## config.mk

```make
export PLATFORM = sky130hd
export DESIGN_NAME = chlo_cfg_regs
export DESIGN_NICKNAME = d
export VERILOG_FILES = /design/src/chlo_pkg.sv /design/src/chlo_cfg_regs.sv
export SDC_FILE = /design/constraint.sdc
export NUM_CORES = 1
export LEC_CHECK = 0
export BUFFER_PORTS_ARGS = -buffer_cell sky130_fd_sc_hd__buf_2
export CAP_MARGIN = 20
export CORE_MARGIN = 10
export CORE_UTILIZATION = 47
export DETAILED_ROUTE_END_ITERATION = 8
export PLACE_DENSITY = 0.8
export SYNTH_ARGS = -nofsm -noshare
export SYNTH_HDL_FRONTEND = slang
export SYNTH_SLANG_ARGS = --single-unit
export TNS_END_PERCENT = 20
```

## constraint.sdc

```tcl
create_clock -name clk_i -period 0.92 [get_ports clk_i]
set_clock_uncertainty 0.1 [all_clocks]
set_input_delay 0.046 -clock clk_i [delete_from_list [all_inputs] [get_ports clk_i]]
set_output_delay 0.046 -clock clk_i [all_outputs]
set_load 0.01 [all_outputs]
```

## src/chlo_pkg.sv

```systemverilog
package chlo_pkg;

  localparam int unsigned SENS_W = 12;
  localparam int unsigned CFG_IDX_W = 2;

  localparam logic [SENS_W-1:0] SENS_XY_RST = 12'd670;
  localparam logic [SENS_W-1:0] SENS_Z_RST  = 12'd600;

  // tan(22.5 deg) and tan(67.5 deg) in Q32
  localparam logic [63:0] TAN22_Q32 = 64'd1779033704;
  localparam logic [63:0] TAN67_Q32 = 64'd10368968296;

  localparam logic [7:0] MASK_NOISY = 8'h99;

  typedef enum logic [CFG_IDX_W-1:0] {
    CFG_ENABLE  = 2'd0,
    CFG_SENS_XY = 2'd1,
    CFG_SENS_Z  = 2'd2
  } cfg_idx_e;

  typedef struct packed {
    logic              enable;
    logic [SENS_W-1:0] sens_xy;
    logic [SENS_W-1:0] sens_z;
  } cfg_t;

  // LED maps indexed by sector, sector 2 is the one for level 0 (near the x axis)
  localparam logic [4:0][7:0] MAP_POS = {8'h10, 8'h40, 8'h80, 8'h20, 8'h08};
  localparam logic [4:0][7:0] MAP_NEG = {8'h08, 8'h02, 8'h01, 8'h04, 8'h10};

endpackage

```

## src/chlo_cfg_regs.sv

```systemverilog
module chlo_cfg_regs (
  input  logic                            clk_i,
  input  logic                            rst_ni,
  input  logic                            cfg_we_i,
  input  logic [chlo_pkg::CFG_IDX_W-1:0]  cfg_idx_i,
  input  logic [chlo_pkg::SENS_W-1:0]     cfg_wdata_i,
  output chlo_pkg::cfg_t                  cfg_o
);

  chlo_pkg::cfg_t cfg_q, cfg_d;

  always_comb begin
    cfg_d = cfg_q;
    if (cfg_we_i) begin
      unique case (cfg_idx_i)
        chlo_pkg::CFG_ENABLE:  cfg_d.enable  = cfg_wdata_i[0];
        chlo_pkg::CFG_SENS_XY: cfg_d.sens_xy = cfg_wdata_i;
        chlo_pkg::CFG_SENS_Z:  cfg_d.sens_z  = cfg_wdata_i;
        default:               cfg_d = cfg_q;
      endcase
    end
  end

  always_ff @(posedge clk_i or negedge rst_ni) begin
    if (!rst_ni) begin
      cfg_q.enable  <= 1'b0;
      cfg_q.sens_xy <= chlo_pkg::SENS_XY_RST;
      cfg_q.sens_z  <= chlo_pkg::SENS_Z_RST;
    end else begin
      cfg_q <= cfg_d;
    end
  end

  assign cfg_o = cfg_q;

endmodule

```

==> out/summary.txt, run 1 <==
final HPWL from detailed placement -> 1.81 mm
Area contributors post-synth -> dfrtp_1 35%, mux2_4 28%, dfstp_2 25%
final number of hold-violating endpoints -> 0
worst path cell trace -> buf_6
overflow left after global routing -> 0
Core ar. -> 2190 um2
Vias -> 694
buffers added on ports -> 41
CTS tree -> done
Synth top area share -> 35.3%
unique cell type count in the Yosys netlist -> 7
power per cell area -> 1890 nW/um2
Synthesized Nets -> 72
Period minus WS final -> 1140 ps
Worst path max stage delay -> 570 ps
Inst Count DP -> 123
commonest non-fill, non-tap cell in the layout -> buf_2
first-pass GRT wire length -> 4.06 mm
peak supply drop -> 1.32 mV
Detail Route Antenna Nets -> 0
Worst-Margin Slew -> 291 ps
worst-path fanout max -> 2
register bit total from synthesis -> 25
final instance area -> 1590 um2
# fillers -> 151
WP data arrival -> 990 ps
drt initial violations -> 34
most frequent cells in the layout -> 27 x buf_2, 20 x mux2_4, 15 x dfrtp_1, 14 x buf_6, 13 x dlygate4sd3_1
yosys warns -> 0
die width -> 67.6 um
cell family with the largest share of critical-path delay -> flip-flops
Initial Utilization -> 48.6%
Root Driver -> clkbuf_4
Die Area -> 4570 um2
CP Data Required Time -> 770 ps
Ports -> 42
total routed wirelength -> 2.45 mm
routed len/inst -> 16.9 um
Pre-Repair DR Iteration Count -> 2
# Max-Cap Violations -> 0
final core occ -> 72.5%
H-Tree Depth -> 1
dpl cell area -> 1300 um2
share of cells above drive strength 1 -> 75.2%
Relative slew margins -> 80.6%
drt drc -> 0
Synth Cell Area -> 1060 um2
P_leak -> 0.000816 uW
fmax -> 880 MHz
Buf/Inv on CP -> 1
GRT Total Usage -> 11.6%
Setup-failing EPs final -> 30
ant diodes -> 0
Clock Path Buffers -> 2
Slew Limit Fails -> 0
Die Ht -> 67.6 um
Post-Syn Area per Cell -> 19.4 um2
final worst-path cycle share -> 124%
Hold Slack -> 20.8 ps
routability cong. -> 0.763
vias in the first global route -> 826
Clock Latency Late Sink -> 310 ps
setup repair after global routing missed its margin -> true
synthesized instance count -> 55
synthesis-to-layout area growth -> 49.1%
Num Clock Sinks -> 25
failing checks -> negative setup slack
initial antenna violation count -> 0
largest net degree at the start of global routing -> 16
Worst setup EP type -> output pin
status -> finished with violations
fin cells -> 145
clk slew on worst S/H paths -> 140 ps
Crit-path slowest cell -> dfstp_2
Hold Crit Class -> primary input to async pin
Setup WS post-layout -> -216 ps
DR vias/cell -> 4.79
clock buffers created by TritonCTS -> 3
WS Path Type -> register to output pin
Yosys top cell by area -> dfrtp_1
std cell rows -> 17
max reg flops -> 25
sequential area share after synthesis -> 59.9%
final-stage net count -> 135
Worst setup SP type -> register
Design Power -> 3010 uW
==> power by group <==
| group | switching (uW) | internal (uW) |
|---|---|---|
| clock | 330 | 166 |
| sequential | 142 | 1370 |
| combinational | 346 | 653 |
| total | 817 | 2190 |
==> area by class of cell <==
class	count	area [um2]	share of cell area [%]
sequential	25	638	40.2
clock buffer	3	22.5	1.42
clock inverter	1	7.51	0.473
multi-input combinational	28	404	25.5
tap	28	35.0	2.21
timing repair buffer	60	480	30.3
==> cells in the mapped netlist <==
library cell  count
nor3b_1           1
mux2_2            5
dfrtp_1          15
nand3b_4          2
mux2_4           20
buf_6             2
dfstp_2          10
==> layer usage <==
metal / up-vias / track usage, % / share of wire [%]
li1: 317 / - / -
met1: 345 / 13.1 / 39
met2: 30 / 20.1 / 50
met3: 2 / 4.30 / 9.5
met4: 0 / 3.08 / 0.86
met5: - / 0 / 0
==> what timing repair did <==
action / in CTS / in global routing
buffers inserted: 5 / 0
gates resized for setup: 10 / 4
setup endpoints to repair: 25 / 30
hold buffers: 13 / 0
endpoints found under the hold margin: 50 / 0
==> kinds of logic after synthesis <==
group / share of synthesized area (%)
buffers and inverters: 2.12
DFF: 59.9
muxes: 33.5
and+or+nand+nor: 4.47
==> through the flow <==
stage	setup WS [ps]	setup TNS, ps
final	-216	-3570
after global routing	-267	-4760
after CTS	-235	-4010
after detailed placement	-177	-3300
after global placement	-147	-2740
after floorplan	48.9	0
==> final timing paths <==
kind	from	endpoint	slack, ps	cells after the start
worst min-delay path	rst_ni	cfg_o[10]	20	2
worst min register to register	cfg_o[8]	cfg_o[8]	430	1
max in group asynchronous	rst_ni	cfg_o[14]	240	3
worst max-delay path	cfg_o[6]	cfg_o[6]	-220	1
min in group clk_i	cfg_idx_i[1]	cfg_o[24]	60	3
worst max register to register	cfg_o[14]	cfg_o[14]	-30	2
No activity file was read; power rests on OpenSTA's default activity.
==> run 2: changes to the inputs <==
Settings changed: ABC_AREA set to 1.
==> out/summary.txt, run 2 <==
status -> finished with violations
failing checks -> negative setup slack
unique cell type count in the Yosys netlist -> 10
CTS tree -> done
number of flops mapped to enable cells by yosys -> 0
Die Ht -> 67.7 um
std cell rows -> 17
final worst-path cycle share -> 123%
drt drc -> 0
Setup-failing EPs final -> 29
worst path cell trace -> buf_6
vias in the first global route -> 1107
final-stage net count -> 197
Flop pwr share -> 52.5%
yosys warns -> 0
Clk pwr share -> 17.5%
routed len/inst -> 15.3 um
P_leak -> 0.000896 uW
Root Driver -> clkbuf_4
Clock Path Buffers -> 2
Pre-Repair DR Iteration Count -> 4
initial antenna violation count -> 0
Post-Syn Area per Cell -> 9.29 um2
WS Path Type -> register to output pin
final number of hold-violating endpoints -> 0
Sw Share -> 29.9%
worst setup path startpoint -> cfg_o[3]
cell family with the largest share of critical-path delay -> flip-flops
final HPWL from detailed placement -> 2.23 mm
R2R Path End -> cfg_o[14]
Reg2Reg Launch Point -> cfg_o[14]
die width -> 67.7 um
Crit. path cell count -> 1
Synthesized Nets -> 132
Setup WS post-layout -> -209 ps
FFs w/ async S/R, synth -> 100%
ant diodes -> 0
Clock Latency Late Sink -> 310 ps
sequential area share after synthesis -> 59.7%
Worst path max stage delay -> 570 ps
Ports -> 42
Die Area -> 4580 um2
max reg flops -> 25
clk slew on worst S/H paths -> 130 ps
routability cong. -> 0.834
dpl cell area -> 1320 um2
buffers added on ports -> 41
register bit total from synthesis -> 25
Synth Flop Type -> dfrtp_1
Hold Crit Class -> primary input to async pin
Detail Route Antenna Nets -> 0
Slew Limit Fails -> 0
worst-path fanout max -> 2
setup repair after global routing missed its margin -> true
CP Data Required Time -> 770 ps
Critical Path End -> cfg_o[3]
most frequent cells in the layout -> 51 x nand2_1, 27 x buf_2, 24 x nand4_1, 15 x dfrtp_1, 14 x buf_6
Switching Power -> 823 uW
Crit-path slowest cell -> dfstp_2
combinational power share -> 30.1%
Num Clock Sinks -> 25
Synth Cell Area -> 1070 um2
commonest non-fill, non-tap cell in the layout -> nand2_1
DR vias/cell -> 5.34
Area contributors post-synth -> dfrtp_1 35%, dfstp_2 25%, nand2_1 18%
power per cell area -> 1670 nW/um2
Reg2Reg Depth -> 3
Period minus WS final -> 1130 ps
Worst setup SP type -> register
first-pass GRT wire length -> 5.25 mm
most common cell in the netlist -> nand2_1
Worst setup EP type -> output pin
WP data arrival -> 980 ps
synthesized instance count -> 115
peak supply drop -> 1.25 mV
drt initial violations -> 46
Initial Utilization -> 48.8%
GRT Total Usage -> 14.8%
H-Tree Depth -> 1
fmax -> 886 MHz
leading cell types by count after synthesis -> 51 x nand2_1, 24 x nand4_1, 15 x dfrtp_1
P_int -> 1930 uW
share of cells above drive strength 1 -> 39.7%
Buf/Inv on CP -> 1
Synth top area share -> 35.1%
synthesis-to-layout area growth -> 54.3%
Vias -> 1105
clock buffers created by TritonCTS -> 3
R2R setup slack -> -10 ps
final instance area -> 1650 um2
largest net degree at the start of global routing -> 16
Yosys top cell by area -> dfrtp_1
overflow left after global routing -> 0
Worst-Margin Slew -> 292 ps
Core ar. -> 2190 um2
total routed wirelength -> 3.17 mm
# Max-Cap Violations -> 0
Relative slew margins -> 80.5%
setup TNS -> -3330 ps
run 2: cell types whose count changed after synthesis, sizes merged:
cell / before / now
nand3: 0 / 3
nand4: 0 / 24
nand3b: 2 / 0
nand2: 0 / 51
buf: 2 / 9
mux2: 25 / 0
inv: 0 / 2
nor2: 0 / 1
nor3b: 1 / 0
run 2: layout make-up:
class / count / area [um2]
inverters: 2 / 7.51
clock inverters: 1 / 5.00
clock buffers: 3 / 22.5
fillers: 160 / 542
flip-flops and latches: 25 / 638
well taps: 28 / 35.0
repair buffers: 69 / 568
multi-input cells: 79 / 373
run 2: cell families (layout without fill, tap and decap cells):
group	Yosys count	count (layout)	synth area share, %
DFF	25	25	59.7
buffers and inverters	11	75	5.62
and+or+nand+nor	79	79	34.7
run 2: how the worst min path moves through the flow:
stage                       from        end  slack (ps)  cells past startpoint
after CTS                 rst_ni   cfg_o[0]          20                      2
after floorplan           rst_ni   cfg_o[0]        -350                      0
after global placement    rst_ni   cfg_o[7]        -170                      1
after global routing      rst_ni  cfg_o[24]          30                      2
final                     rst_ni   cfg_o[7]          30                      2
after detailed placement  rst_ni   cfg_o[7]        -160                      1
run 2: per-stage QoR:
step | total power [uW] | cells | utilization [%] | setup slack (ps) | hold slack, ps
2_1_floorplan | 1730 | 115 | - | 131 | -350
3_3_place_gp | 2030 | 182 | 60.3 | 56.3 | -167
3_5_place_dp | 2050 | 182 | 60.3 | 28.7 | -158
4_1_cts | 2700 | 206 | 73.2 | -216 | 23.6
5_1_grt | 2910 | 207 | 75.3 | -251 | 30.2
6_report | 2750 | 207 | 75.3 | -209 | 26.8
run 2: timing repair:
action,in CTS,in global routing
buffers inserted,3,1
resized for setup,10,9
cloned,0,0
pin swaps,0,2
endpoints found under the setup margin,25,33
endpoints found under the hold margin,50,0
hold buffers,17,0
run 2: power by group through the flow:
stage                     Combinational, uW  Sequential [uW]  Clock (uW)
after floorplan                         206             1520           0
after global placement                  604             1430           0
after detailed placement                618             1430           0
after CTS                               786             1430         487
after global routing                    910             1470         536
final                                   827             1440         480
run 2: metal layers:
layer  share of wire (%)  vias to the layer above  track usage, %
met5                   0                        -               0
met4                 1.7                        0            5.90
met3                 9.0                        8            4.96
met2                  48                       54            24.4
met1                  41                      527            17.3
li1                    -                      516               -
==> run 3: changes to the inputs <==
Settings changed: ABC_AREA 1 to unset, CTS_CLUSTER_DIAMETER set to 200, RECOVER_POWER set to 25.
==> out/summary.txt, run 3 (synthesized netlist as in run 1, its figures left out) <==
first-pass GRT wire length -> 4.06 mm
failing checks -> negative setup slack
power per cell area -> 1890 nW/um2
Flop pwr share -> 50.3%
worst path cell trace -> buf_6
total routed wirelength -> 2.45 mm
Design Power -> 3010 uW
ant diodes -> 0
Worst-Margin Slew -> 323 ps
status -> finished with violations
Detail Route Antenna Nets -> 0
final HPWL from detailed placement -> 1.81 mm
clock buffers created by TritonCTS -> 3
Core ar. -> 2190 um2
Worst path max stage delay -> 570 ps
Die Area -> 4570 um2
Period minus WS final -> 1140 ps
clk slew on worst S/H paths -> 140 ps
combinational power share -> 33.2%
Clock Latency Late Sink -> 310 ps
Switching Power -> 817 uW
Setup-failing EPs final -> 30
max reg flops -> 25
final number of hold-violating endpoints -> 0
fmax -> 880 MHz
Reg2Reg Depth -> 2
largest net degree at the start of global routing -> 16
setup repair after global routing missed its margin -> true
drt drc -> 0
cell family with the largest share of critical-path delay -> flip-flops
most frequent cells in the layout -> 26 x buf_2, 20 x mux2_4, 15 x dfrtp_1, 14 x buf_6, 13 x dlygate4sd3_1
DR vias/cell -> 4.79
Initial Utilization -> 48.6%
GRT Total Usage -> 11.6%
P_leak -> 0.000816 uW
R2R Path End -> cfg_o[14]
routed len/inst -> 16.9 um
H-Tree Depth -> 1
met3 Track Usage GR -> 4.30%
Die Ht -> 67.6 um
Sw Share -> 27.2%
Vias -> 694
P_int -> 2190 uW
GR Util met2 -> 20.1%
final-stage net count -> 135
Root Driver -> clkbuf_4
Crit-path slowest cell -> dfstp_2
initial antenna violation count -> 0
Hold Crit Class -> primary input to async pin
CP Data Required Time -> 770 ps
Ports -> 42
buffers added on ports -> 41
# Max-Cap Violations -> 0
final worst-path cycle share -> 124%
overflow left after global routing -> 0
Reg2Reg Launch Point -> cfg_o[14]
Worst setup EP type -> output pin
Slew Limit Fails -> 0
Num Clock Sinks -> 25
WP data arrival -> 990 ps
Clock Path Buffers -> 2
most used routing layer -> met2
R2R setup slack -> -30 ps
commonest non-fill, non-tap cell in the layout -> buf_2
drt initial violations -> 34
std cell rows -> 17
Relative slew margins -> 78.4%
CTS tree -> done
Worst setup SP type -> register
peak supply drop -> 1.32 mV
worst-path fanout max -> 2
GRT met1 Usage -> 13.1%
Setup WS post-layout -> -216 ps
Buf/Inv on CP -> 1
routability cong. -> 0.763
Hold Slack -> 32.5 ps
Clk pwr share -> 16.5%
vias in the first global route -> 826
Pre-Repair DR Iteration Count -> 2
synthesis-to-layout area growth -> 49.1%
share of cells above drive strength 1 -> 75.2%
die width -> 67.6 um
WS Path Type -> register to output pin
-- run 3: cell types whose count changed in the layout (fill, tap and decap cells not counted), moves of 2 or more --
cell / before / now
buf_4: 10 / 5
dlymetal6s4s_1: 4 / 0
inv_2: 2 / 0
mux2_2: 0 / 5
mux2_4: 0 / 20
nand2_1: 51 / 0
nand3_2: 2 / 0
nand3b_4: 0 / 2
nand4_1: 24 / 0
-- run 3: per-layer routing --
layer,vias to the layer above,routed length (um)
li1,317,-
met1,345,966
met2,30,1230
met3,2,233
met4,0,21
met5,-,0
-- run 3: power by group through the flow --
stage / clock network (uW) / logic, uW / registers (uW)
after floorplan: 0 / 324 / 1600
final: 496 / 999 / 1510
after global placement: 0 / 755 / 1480
after global routing: 560 / 1070 / 1540
after CTS: 526 / 979 / 1500
after detailed placement: 0 / 775 / 1500
-- run 3: worst max-delay path by stage --
stage | from | end | slack (ps) | cells past startpoint
floorplan | cfg_o[0] | cfg_o[0] | 50 | 1
global placement | cfg_idx_i[0] | cfg_o[2] | -150 | 3
detailed placement | cfg_idx_i[0] | cfg_o[10] | -180 | 3
CTS | cfg_o[6] | cfg_o[6] | -240 | 1
global route | cfg_o[6] | cfg_o[6] | -270 | 1
finish | cfg_o[6] | cfg_o[6] | -220 | 1
-- run 3: area by class of cell --
type | count | area (um2)
Sequential cell | 25 | 638
Fill cell | 151 | 603
Timing Repair Buffer | 60 | 480
Multi-Input combinational cell | 28 | 404
Tap cell | 28 | 35.0
Clock buffer | 3 | 22.5
Clock inverter | 1 | 7.51
-- run 3: through the flow --
stage	TNS [ps]	utilization (%)	setup slack, ps	cells	instance area (um2)
CTS	-4010	71.3	-235	145	1560
floorplan	0	-	48.9	55	1060
global placement	-2740	59.5	-147	123	1300
detailed placement	-3300	59.5	-177	123	1300
global route	-4760	72.5	-267	145	1590
finish	-3570	72.5	-216	145	1590
-- run 3: what timing repair did --
item                                    4_1_cts  5_1_grt
pin swaps                                     0        0
endpoints found under the setup margin       25       30
hold buffers                                 13        0
resized for setup                            10        4
hold endpoints to repair                     50        0
gates cloned                                  0        0
buffers inserted                              5        0
